File: config.mk
export PLATFORM = sky130hd
export DESIGN_NAME = audio_gain_pan_ramp
export DESIGN_NICKNAME = d
export VERILOG_FILES = /design/src/hdl/agpr_pkg.sv /design/src/hdl/audio_gain_pan_ramp.sv /design/src/hdl/agpr_mul.sv /design/src/hdl/agpr_div.sv
export SDC_FILE = /design/constraint.sdc
export NUM_CORES = 2
export LEC_CHECK = 0
export BUFFER_PORTS_ARGS = -buffer_cell sky130_fd_sc_hd__buf_4
export CAP_MARGIN = 10
export CORE_AREA = 2 2 358 395
export DETAILED_ROUTE_END_ITERATION = 8
export DIE_AREA = 0 0 360 397
export GPL_ROUTABILITY_DRIVEN = 0
export GPL_TIMING_DRIVEN = 0
export PLACE_DENSITY = 0.74
export REMOVE_ABC_BUFFERS = 1
export SLEW_MARGIN = 15
export SYNTH_ARGS = -nofsm -noshare
export SYNTH_HDL_FRONTEND = slang
export SYNTH_SLANG_ARGS = --single-unit
File: constraint.sdc
create_clock -name i_clk -period 18.62 [get_ports i_clk]
set_input_delay 1.862 -clock i_clk [delete_from_list [all_inputs] [get_ports i_clk]]
set_output_delay 1.862 -clock i_clk [all_outputs]
set_load 0.01 [all_outputs]
File: src/hdl/agpr_pkg.sv
// Shared types and constants for the audio gain/pan ramp block.
// Holds the transaction payload structs, function codes, register indexes
// and the sequencer state type. No dependencies.
package agpr_pkg;

    // Fixed field widths of the payload
    localparam int SAMPLE_BITS = 24;
    localparam int FUNC_W      = 2;
    localparam int Q14_W       = 16;
    localparam int LEN_W       = 13;
    localparam int CHCNT_W     = 5;
    localparam int CHAN_W      = 4;
    localparam int POS_W       = 12;
    localparam int CFG_W       = 5;
    localparam int CFG_IDX_W   = 1;

    // Defaults for the top-level parameters
    localparam int DEF_MAX_CHANNELS = 16;
    localparam int DEF_MAX_BLOCK    = 4096;

    // Arithmetic widths
    localparam int MUL_W        = 32;              // shared multiplier operand width
    localparam int PROD_W       = 2 * MUL_W;
    localparam int FACTOR_W     = 2 * Q14_W;       // Q4.28 factor
    localparam int FACTOR_SHIFT = 28;
    localparam int POS1_W       = POS_W + 1;       // index + 1
    localparam int DVD_W        = FACTOR_W + POS1_W;
    localparam int QUO_W        = FACTOR_W;

    localparam logic [Q14_W-1:0] UNITY_Q14 = 16'd16384;

    // Function codes
    localparam logic [FUNC_W-1:0] FUNC_BLOCK  = 2'd0;
    localparam logic [FUNC_W-1:0] FUNC_CHAN   = 2'd1;
    localparam logic [FUNC_W-1:0] FUNC_SAMPLE = 2'd2;

    // Configuration register indexes
    localparam logic [CFG_IDX_W-1:0] CFG_PAN_COUNT  = 1'd0;
    localparam logic [CFG_IDX_W-1:0] CFG_RAMP_COUNT = 1'd1;

    typedef struct packed {
        logic [FUNC_W-1:0]             func;
        logic [Q14_W-1:0]              gain_target;
        logic [LEN_W-1:0]              block_length;
        logic [CHCNT_W-1:0]            channel_total;
        logic [CHAN_W-1:0]             channel_number;
        logic [Q14_W-1:0]              pan_target;
        logic [POS_W-1:0]              sample_position;
        logic signed [SAMPLE_BITS-1:0] sample_in;
    } t_agpr_in;

    typedef struct packed {
        logic signed [SAMPLE_BITS-1:0] sample_out;
        logic [CHAN_W-1:0]             channel_out;
        logic                          clipped;
    } t_agpr_out;

    typedef enum logic [2:0] {
        ST_IDLE,
        ST_CH_FROM,
        ST_CH_TO,
        ST_CH_STEP,
        ST_SMP_MUL,
        ST_SMP_DIV_LD,
        ST_SMP_DIV,
        ST_SMP_OUT
    } t_state;

endpackage

File: src/hdl/audio_gain_pan_ramp.sv
// Audio gain/pan ramp: top level with sequencer and ramp state.
// Depends on agpr_pkg, agpr_mul and agpr_div.
//
// Usage: one input channel (i_in_valid / o_in_stall / i_in_data) carries
// block starts, channel starts and samples; one output channel
// (o_out_valid / i_out_stall / o_out_data) returns one scaled sample per
// sample transaction. Block starts and channel starts produce no output.
// A block start needs no work after accept. A channel start forms two
// products on the shared multiplier, then its signed step. A sample
// runs one multiply, a divider load, a bit-serial divide of the ramp
// term and one multiply for the scaling, then registers its result.
// The divider loop sets the sample rate.
// o_in_stall is high while a transaction is in work.
// Configuration (i_cfg_we / i_cfg_index / i_cfg_data) must be written
// only while idle; the block does not check it. Reset is synchronous, active
// low: it clears the ramp history, so the first block after reset does not
// ramp. When the receiver stalls, the result holds in the output register;
// the next sample finishes its arithmetic and then waits for it to free up.
module audio_gain_pan_ramp
    import agpr_pkg::*;
#(
    parameter int MAX_CHANNELS = DEF_MAX_CHANNELS,
    parameter int MAX_BLOCK    = DEF_MAX_BLOCK
) (
    input  logic                 i_clk,
    input  logic                 i_rst_n,
    input  logic                 i_in_valid,
    output logic                 o_in_stall,
    input  t_agpr_in             i_in_data,
    output logic                 o_out_valid,
    input  logic                 i_out_stall,
    output t_agpr_out            o_out_data,
    input  logic                 i_cfg_we,
    input  logic [CFG_IDX_W-1:0] i_cfg_index,
    input  logic [CFG_W-1:0]     i_cfg_data
);

    localparam int PAN_DEPTH = (MAX_CHANNELS < 16) ? MAX_CHANNELS : 16;
    localparam int PAN_IW    = (PAN_DEPTH > 1) ? $clog2(PAN_DEPTH) : 1;
    localparam int RND_W     = PROD_W - FACTOR_SHIFT;

    // Sequencer
    t_state r_state, n_state;

    // Configuration
    logic [CFG_W-1:0] r_pan_count;
    logic [CFG_W-1:0] r_ramp_count;

    // Ramp state
    logic                 r_applied_once;
    logic [Q14_W-1:0]     r_applied_gain;
    logic [Q14_W-1:0]     r_applied_pan [PAN_DEPTH];
    logic [Q14_W-1:0]     r_ramp_start_gain;
    logic                 r_ramp_active;
    logic [LEN_W-1:0]     r_block_samples;
    logic [CHCNT_W-1:0]   r_block_channels;
    logic [FACTOR_W-1:0]  r_from_factor;
    logic                 r_step_neg;
    logic [FACTOR_W-1:0]  r_step_mag;

    // Per-transaction working registers
    logic [Q14_W-1:0]       r_src_pan;
    logic [Q14_W-1:0]       r_to_pan;
    logic [POS1_W-1:0]      r_pos1;
    logic [SAMPLE_BITS-1:0] r_mag;
    logic                   r_neg;
    logic [CHAN_W-1:0]      r_chan;

    // Shared units
    logic              mul_en;
    logic [MUL_W-1:0]  mul_a;
    logic [MUL_W-1:0]  mul_b;
    logic [PROD_W-1:0] mul_p;
    logic              div_start;
    logic              div_done;
    logic [QUO_W-1:0]  div_q;

    // Handshake
    logic in_acc;
    logic out_free;
    logic out_load;

    // Decoded input
    logic                 ch_ok;
    logic                 ch_ramped;
    logic [PAN_IW-1:0]    ch_idx;
    logic [Q14_W-1:0]     to_pan;
    logic [Q14_W-1:0]     src_pan;
    logic [CHCNT_W-1:0]   blk_chans;
    logic [LEN_W-1:0]     blk_len;
    logic [POS1_W-1:0]    pos1;
    logic [SAMPLE_BITS-1:0] smp_mag;

    // Sample arithmetic
    logic [FACTOR_W-1:0]    factor;
    logic [PROD_W-1:0]      rsum;
    logic [RND_W-1:0]       rmag;
    logic [RND_W-1:0]       rlim;
    logic [RND_W-1:0]       rsat;
    logic                   clip;
    logic [SAMPLE_BITS-1:0] rres;
    logic [FACTOR_W:0]      step_diff;

    assign o_in_stall = (r_state != ST_IDLE);
    assign in_acc     = i_in_valid && !o_in_stall;
    assign out_free   = !o_out_valid || !i_out_stall;

    // Channel start decode: pan selection and ramp source
    always_comb begin
        ch_ok     = ({1'b0, i_in_data.channel_number} < r_block_channels)
                    && (32'(i_in_data.channel_number) < MAX_CHANNELS);
        ch_ramped = ({1'b0, i_in_data.channel_number} < r_ramp_count);
        ch_idx    = PAN_IW'(i_in_data.channel_number);
        if ((r_block_channels == CHCNT_W'(1))
            || ({1'b0, i_in_data.channel_number} >= r_pan_count)) begin
            to_pan = UNITY_Q14;
        end else begin
            to_pan = i_in_data.pan_target;
        end
        src_pan = (ch_ramped && r_ramp_active) ? r_applied_pan[ch_idx] : to_pan;
    end

    // Block start decode: clamp channel count and length
    always_comb begin
        if (32'(i_in_data.channel_total) > MAX_CHANNELS) begin
            blk_chans = CHCNT_W'(MAX_CHANNELS);
        end else begin
            blk_chans = i_in_data.channel_total;
        end
        if (i_in_data.block_length == '0) begin
            blk_len = LEN_W'(1);
        end else if (32'(i_in_data.block_length) > MAX_BLOCK) begin
            blk_len = LEN_W'(MAX_BLOCK);
        end else begin
            blk_len = i_in_data.block_length;
        end
    end

    // Sample decode: clamped index + 1 and sample magnitude
    always_comb begin
        pos1 = {1'b0, i_in_data.sample_position} + POS1_W'(1);
        if (pos1 > r_block_samples) begin
            pos1 = r_block_samples;
        end
        if (i_in_data.sample_in[SAMPLE_BITS-1]) begin
            smp_mag = ~i_in_data.sample_in + SAMPLE_BITS'(1);
        end else begin
            smp_mag = i_in_data.sample_in;
        end
    end

    // Ramp factor from the divided term, then rounding and saturation
    always_comb begin
        factor    = r_step_neg ? (r_from_factor - div_q) : (r_from_factor + div_q);
        rsum      = mul_p + (PROD_W'(1) << (FACTOR_SHIFT - 1));
        rmag      = rsum[PROD_W-1:FACTOR_SHIFT];
        rlim      = RND_W'(1) << (SAMPLE_BITS - 1);
        clip      = 1'b0;
        rsat      = rmag;
        if (!r_neg && (rmag > (rlim - RND_W'(1)))) begin
            rsat = rlim - RND_W'(1);
            clip = 1'b1;
        end else if (r_neg && (rmag > rlim)) begin
            rsat = rlim;
            clip = 1'b1;
        end
        rres      = r_neg ? (SAMPLE_BITS'(0) - rsat[SAMPLE_BITS-1:0])
                          : rsat[SAMPLE_BITS-1:0];
        step_diff = {1'b0, mul_p[FACTOR_W-1:0]} - {1'b0, r_from_factor};
    end

    // Next state
    always_comb begin
        n_state = r_state;
        unique case (r_state)
            ST_IDLE: begin
                if (in_acc) begin
                    if ((i_in_data.func == FUNC_CHAN) && ch_ok) begin
                        n_state = ST_CH_FROM;
                    end else if (i_in_data.func == FUNC_SAMPLE) begin
                        n_state = ST_SMP_MUL;
                    end
                end
            end
            ST_CH_FROM:    n_state = ST_CH_TO;
            ST_CH_TO:      n_state = ST_CH_STEP;
            ST_CH_STEP:    n_state = ST_IDLE;
            ST_SMP_MUL:    n_state = ST_SMP_DIV_LD;
            ST_SMP_DIV_LD: n_state = ST_SMP_DIV;
            ST_SMP_DIV: begin
                if (div_done) begin
                    n_state = ST_SMP_OUT;
                end
            end
            ST_SMP_OUT: begin
                if (out_free) begin
                    n_state = ST_IDLE;
                end
            end
            default: n_state = ST_IDLE;
        endcase
    end

    // Sequencer outputs: shared unit operands and strobes
    always_comb begin
        mul_en    = 1'b0;
        mul_a     = '0;
        mul_b     = '0;
        div_start = 1'b0;
        out_load  = 1'b0;
        unique case (r_state)
            ST_CH_FROM: begin
                mul_en = 1'b1;
                mul_a  = MUL_W'(r_ramp_start_gain);
                mul_b  = MUL_W'(r_src_pan);
            end
            ST_CH_TO: begin
                mul_en = 1'b1;
                mul_a  = MUL_W'(r_applied_gain);
                mul_b  = MUL_W'(r_to_pan);
            end
            ST_SMP_MUL: begin
                mul_en = 1'b1;
                mul_a  = MUL_W'(r_step_mag);
                mul_b  = MUL_W'(r_pos1);
            end
            ST_SMP_DIV_LD: begin
                div_start = 1'b1;
            end
            ST_SMP_DIV: begin
                if (div_done) begin
                    mul_en = 1'b1;
                    mul_a  = MUL_W'(r_mag);
                    mul_b  = MUL_W'(factor);
                end
            end
            ST_SMP_OUT: begin
                out_load = out_free;
            end
            default: begin
                mul_en = 1'b0;
            end
        endcase
    end

    // Control and ramp state
    always_ff @(posedge i_clk) begin
        if (!i_rst_n) begin
            r_state           <= ST_IDLE;
            r_pan_count       <= '0;
            r_ramp_count      <= '0;
            r_applied_once    <= 1'b0;
            r_applied_gain    <= '0;
            for (int i = 0; i < PAN_DEPTH; i++) begin
                r_applied_pan[i] <= '0;
            end
            r_ramp_start_gain <= '0;
            r_ramp_active     <= 1'b0;
            r_block_samples   <= LEN_W'(1);
            r_block_channels  <= '0;
            r_from_factor     <= '0;
            r_step_neg        <= 1'b0;
            r_step_mag        <= '0;
            o_out_valid       <= 1'b0;
        end else begin
            r_state <= n_state;

            // Register writes
            if (i_cfg_we) begin
                unique case (i_cfg_index)
                    CFG_PAN_COUNT:  r_pan_count  <= i_cfg_data;
                    CFG_RAMP_COUNT: r_ramp_count <= i_cfg_data;
                    default:        r_pan_count  <= r_pan_count;
                endcase
            end

            // Block start and channel start bookkeeping
            if (in_acc) begin
                if ((i_in_data.func == FUNC_BLOCK) && (i_in_data.channel_total != '0)) begin
                    r_ramp_active     <= r_applied_once;
                    r_ramp_start_gain <= r_applied_once ? r_applied_gain
                                                        : i_in_data.gain_target;
                    r_applied_once    <= 1'b1;
                    r_applied_gain    <= i_in_data.gain_target;
                    r_block_samples   <= blk_len;
                    r_block_channels  <= blk_chans;
                end
                if ((i_in_data.func == FUNC_CHAN) && ch_ok && ch_ramped) begin
                    r_applied_pan[ch_idx] <= to_pan;
                end
            end

            // Start factor, then signed step to the target factor
            if (r_state == ST_CH_TO) begin
                r_from_factor <= mul_p[FACTOR_W-1:0];
            end
            if (r_state == ST_CH_STEP) begin
                r_step_neg <= step_diff[FACTOR_W];
                r_step_mag <= step_diff[FACTOR_W] ? (r_from_factor - mul_p[FACTOR_W-1:0])
                                                  : step_diff[FACTOR_W-1:0];
            end

            // Output register
            if (out_load) begin
                o_out_valid <= 1'b1;
            end else if (o_out_valid && !i_out_stall) begin
                o_out_valid <= 1'b0;
            end
        end
    end

    // Working payload registers
    always_ff @(posedge i_clk) begin
        if (in_acc) begin
            r_src_pan  <= src_pan;
            r_to_pan   <= to_pan;
            r_pos1     <= pos1;
            r_mag      <= smp_mag;
            r_neg      <= i_in_data.sample_in[SAMPLE_BITS-1];
            r_chan     <= i_in_data.channel_number;
        end
        if (out_load) begin
            o_out_data.sample_out  <= rres;
            o_out_data.channel_out <= r_chan;
            o_out_data.clipped     <= clip;
        end
    end

    // Shared multiplier
    agpr_mul u_mul (
        .i_clk (i_clk),
        .i_en  (mul_en),
        .i_a   (mul_a),
        .i_b   (mul_b),
        .o_p   (mul_p)
    );

    // Ramp term divider: |step| * (index + 1) / length
    agpr_div u_div (
        .i_clk      (i_clk),
        .i_rst_n    (i_rst_n),
        .i_start    (div_start),
        .i_dividend (mul_p[DVD_W-1:0]),
        .i_divisor  (r_block_samples),
        .o_done     (div_done),
        .o_quotient (div_q)
    );

endmodule

File: src/hdl/agpr_mul.sv
// Shared unsigned multiplier with a registered product.
// Depends on agpr_pkg for the operand width.
module agpr_mul
    import agpr_pkg::*;
(
    input  logic              i_clk,
    input  logic              i_en,
    input  logic [MUL_W-1:0]  i_a,
    input  logic [MUL_W-1:0]  i_b,
    output logic [PROD_W-1:0] o_p
);

    logic [PROD_W-1:0] r_p;

    // Product register, updated only when an operation is issued
    always_ff @(posedge i_clk) begin
        if (i_en) begin
            r_p <= PROD_W'(i_a) * PROD_W'(i_b);
        end
    end

    assign o_p = r_p;

endmodule

File: src/hdl/agpr_div.sv
// Iterative restoring divider, one quotient bit per cycle.
// Depends on agpr_pkg. The quotient must fit in QUO_W bits.
module agpr_div
    import agpr_pkg::*;
(
    input  logic              i_clk,
    input  logic              i_rst_n,
    input  logic              i_start,
    input  logic [DVD_W-1:0]  i_dividend,
    input  logic [LEN_W-1:0]  i_divisor,
    output logic              o_done,
    output logic [QUO_W-1:0]  o_quotient
);

    localparam int CNT_W = $clog2(QUO_W + 1);

    logic             r_busy;
    logic [CNT_W-1:0] r_cnt;
    logic [LEN_W-1:0] r_rem;
    logic [QUO_W-1:0] r_quo;
    logic [LEN_W-1:0] r_div;

    logic [LEN_W:0]   trial;
    logic [LEN_W:0]   diff;
    logic             fits;

    // Shift in the next dividend bit and try a subtract
    always_comb begin
        trial = {r_rem, r_quo[QUO_W-1]};
        diff  = trial - {1'b0, r_div};
        fits  = (trial >= {1'b0, r_div});
    end

    // Control
    always_ff @(posedge i_clk) begin
        if (!i_rst_n) begin
            r_busy <= 1'b0;
            r_cnt  <= '0;
        end else if (i_start) begin
            r_busy <= 1'b1;
            r_cnt  <= CNT_W'(QUO_W);
        end else if (r_busy) begin
            if (r_cnt == '0) begin
                r_busy <= 1'b0;
            end else begin
                r_cnt <= r_cnt - 1'b1;
            end
        end
    end

    // Datapath: upper dividend bits are below the divisor, so they seed the remainder
    always_ff @(posedge i_clk) begin
        if (i_start) begin
            r_rem <= i_dividend[DVD_W-1:QUO_W];
            r_quo <= i_dividend[QUO_W-1:0];
            r_div <= i_divisor;
        end else if (r_busy && (r_cnt != '0)) begin
            r_rem <= fits ? diff[LEN_W-1:0] : trial[LEN_W-1:0];
            r_quo <= {r_quo[QUO_W-2:0], fits};
        end
    end

    assign o_done     = r_busy && (r_cnt == '0);
    assign o_quotient = r_quo;

endmodule

==> impl_metrics.py <==
metrics = {
    "placed_design": {
        "dpl.hpwl_um": 153000,
        "dp_cells": 8838,
        "dp_worst_setup_slack_ns": 5.71,
        "port-buffer-count": 133,
    },
    "global_route": {
        "grt_pass1_vias": 53141,
        "grt_pass1_wl_um": 302000,
        "grt_antenna_before_repair": 10,
        "grt_start_max_net_pins": 73,
        "grt_usage": 0.275,
        "overflow": 0,
    },
    "timing": {
        "fin_ws_ns": 5.37,
        "drv_slew": 0,
        "min_period_ns": 13.25,
        "max_freq_mhz": 75.5,
        "timing.final.crit_share": 0.712,
        "hold_viol": 0,
        "tightest_slew_ns": 1.20,
        "fin_skew_ns": 0.0884,
        "finalSetupViolations": 0,
        "fin_hold_ws_ns": 0.429,
        "relSlewSlack": 0.200,
        "rsz0062_at_grt": "no",
    },
    "floorplanning": {
        "io_pins": 134,
        "core-area_mm2": 0.139,
        "dieArea_mm2": 0.143,
        "floorplan.initialDensity": 0.476,
        "die_y_um": 397,
        "die_w_um": 360,
        "rows": 144,
    },
    "synth": {
        "ys.flop_type": "edfxtp_1",
        "synth_warnings": 0,
        "synth_area_per_cell_um2": 9.45,
        "async_flop_share": 0,
        "synth_cell_types": 100,
        "ys_ff_latch": 619,
        "ys_seq_area_frac": 0.260,
        "yosys.area.top_type": "fa_1",
        "syn_area_mm2": 0.0663,
        "synth.area.top_cells": "fa_1, edfxtp_1, ha_1, inv_1, nand2_1",
        "synth_edf_count": 481,
        "synth.top_cell.area_share": 0.272,
        "synthCells": 7013,
    },
    "worst_hold_path": {
        "hold_path.class": "flop to flop",
        "hp-start": "r_chan[2]",
        "hold_end": "o_out_data[3]",
        "hold_depth": 0,
    },
    "critical_path": {
        "r2r_setup_slack_ns": 5.37,
        "worstSetupPathType": "flop to flop",
        "cp_max_fo": 20,
        "rr_startpoint": "u_div.o_quotient[2]",
        "worstPathArrival_ns": 13.65,
        "crit_path_end_kind": "flop",
        "r2r_end": "u_mul.o_p[56]",
        "required_ns": 19.02,
        "slowest_stage": "nand2_1",
        "crit_top_cell": "fa_1",
        "startpoint_type": "flop",
        "max_stage_delay_ns": 0.79,
        "worstRegToRegCells": 40,
    },
    "clock_network": {
        "htreeDepth": 3,
        "clockBufferDepth": 3,
        "clk_pin_slew_ns": 0.06,
        "cts_setup_buffers": 0,
        "cts-root-buf": "clkbuf_16",
        "cts_tree": "built",
        "cts_made_buffers": 67,
        "clk_latency_ns": 0.70,
        "post_cts_resized": 0,
        "clock-sinks": 619,
        "cts_hold_buf": 0,
    },
    "final_layout": {
        "mostFrequentLayoutCell": "inv_1",
        "fin_cells": 8965,
        "nets": 8484,
        "layout_common_cells": "inv_1, nand2_1, fa_1, nor2_1, edfxtp_1",
        "drive_gt1_frac": 0.0717,
        "syn2layout_area_growth_pct": 9.36,
    },
    "power": {
        "power_density_mw_per_mm2": 106,
        "vdd_drop_max_v": 0.000229,
        "p_leak_nw": 33.0,
    },
    "drt": {
        "avgViaCountPerCell": 5.75,
        "via_count": 51541,
        "routed_wl_um": 194000,
        "drc": 0,
        "first_pass_iters": 8,
        "wl_per_cell_um": 21.7,
        "ant_nets": 0,
        "drt_iter0_drc": 5168,
    },
    "run_status": {
        "status": "completed",
    },
    "run": {
        "cap_viol_max_count": 0,
    },
}
[critical path, delay by kind of cell, from the launching register on]
family / cells / cell delay (ns)
flip-flops: 1 / 0.46
adder cells (fa/ha/maj): 10 / 4.22
AND/OR/NAND/NOR: 11 / 3.24
AO/OA/AOI/OAI: 12 / 3.76
buffers and inverters: 5 / 0.37
XOR/XNOR: 2 / 0.90
[state kept, by name (all words and copies together), names as in the netlist, 6 cells and up]
name and cells:
r_mag 24, r_from_factor 32, r_src_pan 16, r_pos1 13
r_block_samples 13, r_applied_gain 16, u_div.r_cnt 6, o_out_data 29
r_ramp_start_gain 16, u_div.r_div 13, u_mul.o_p 64, r_to_pan 16
u_div.r_rem 13, r_applied_pan 256, u_div.o_quotient 32, r_step_mag 32
[logic make-up after synthesis]
kind of cell             synth area share
AO/OA/AOI/OAI                      0.0862
buffers and inverters              0.0907
other                            0.000113
flip-flops                          0.260
multiplexers                       0.0412
XOR/XNOR                           0.0281
adder cells (fa/ha/maj)             0.347
AND/OR/NAND/NOR                     0.147
[synthesized netlist by cell type, drive strengths merged, types with 80 or more instances]
cell type,n
mux4,80
o21ai,175
inv,1232
clkbuf,307
a21o,111
nand3,115
nor2,759
a21oi,283
ha,399
xnor2,151
dfxtp,138
and2,83
nand2,930
edfxtp,481
fa,900
[per-stage QoR]
step,power (mW),TNS (ns),utilization,cell area (um^2)
2_1_floorplan,4.77,0,-,65500
3_3_place_gp,5.81,-67.31,0.494,68800
3_5_place_dp,6.09,0,0.504,70100
4_1_cts,7.54,0,0.520,72500
5_1_grt,8.16,0,0.520,72500
6_report,7.65,0,0.521,72500
[final cells by class]
| cell class | count | area (um^2) |
|---|---|---|
| antenna | 4 | 10.0 |
| clock inverter | 48 | 604 |
| timing repair buffer | 199 | 1940 |
| inverter | 1234 | 4640 |
| tap | 1825 | 2280 |
| fill | 12139 | 66800 |
| multi-input combinational | 4961 | 44100 |
| sequential | 619 | 17200 |
| clock buffer | 75 | 1740 |
[worst max path at each step]
stage	to	cells past startpoint	start	slack (ns)
2_1_floorplan	u_mul.o_p[57]	31	r_state[2]	6.13
3_3_place_gp	u_mul.o_p[56]	26	r_state[2]	-2.47
3_5_place_dp	u_mul.o_p[57]	40	u_div.o_quotient[2]	5.71
4_1_cts	u_mul.o_p[57]	40	u_div.o_quotient[2]	5.67
5_1_grt	u_mul.o_p[56]	40	u_div.o_quotient[2]	4.74
6_report	u_mul.o_p[56]	40	u_div.o_quotient[2]	5.37
[report_power, final]
part / switching [mW] / total, mW / internal, mW / leakage [nW]
sequential: 0.212 / 2.02 / 1.81 / 5.89
clock: 0.615 / 1.42 / 0.801 / 1.13
combinational: 2.62 / 4.21 / 1.59 / 26.0
[per-layer routing]
metal | routed length [um] | GRT usage | vias up
li1 | - | - | 22521
met1 | 68200 | 0.331 | 25568
met2 | 89400 | 0.438 | 2712
met3 | 19000 | 0.0574 | 730
met4 | 17600 | 0.206 | 10
met5 | 67 | 0 | -
Note: power is estimated with default switching activity, not from simulation.
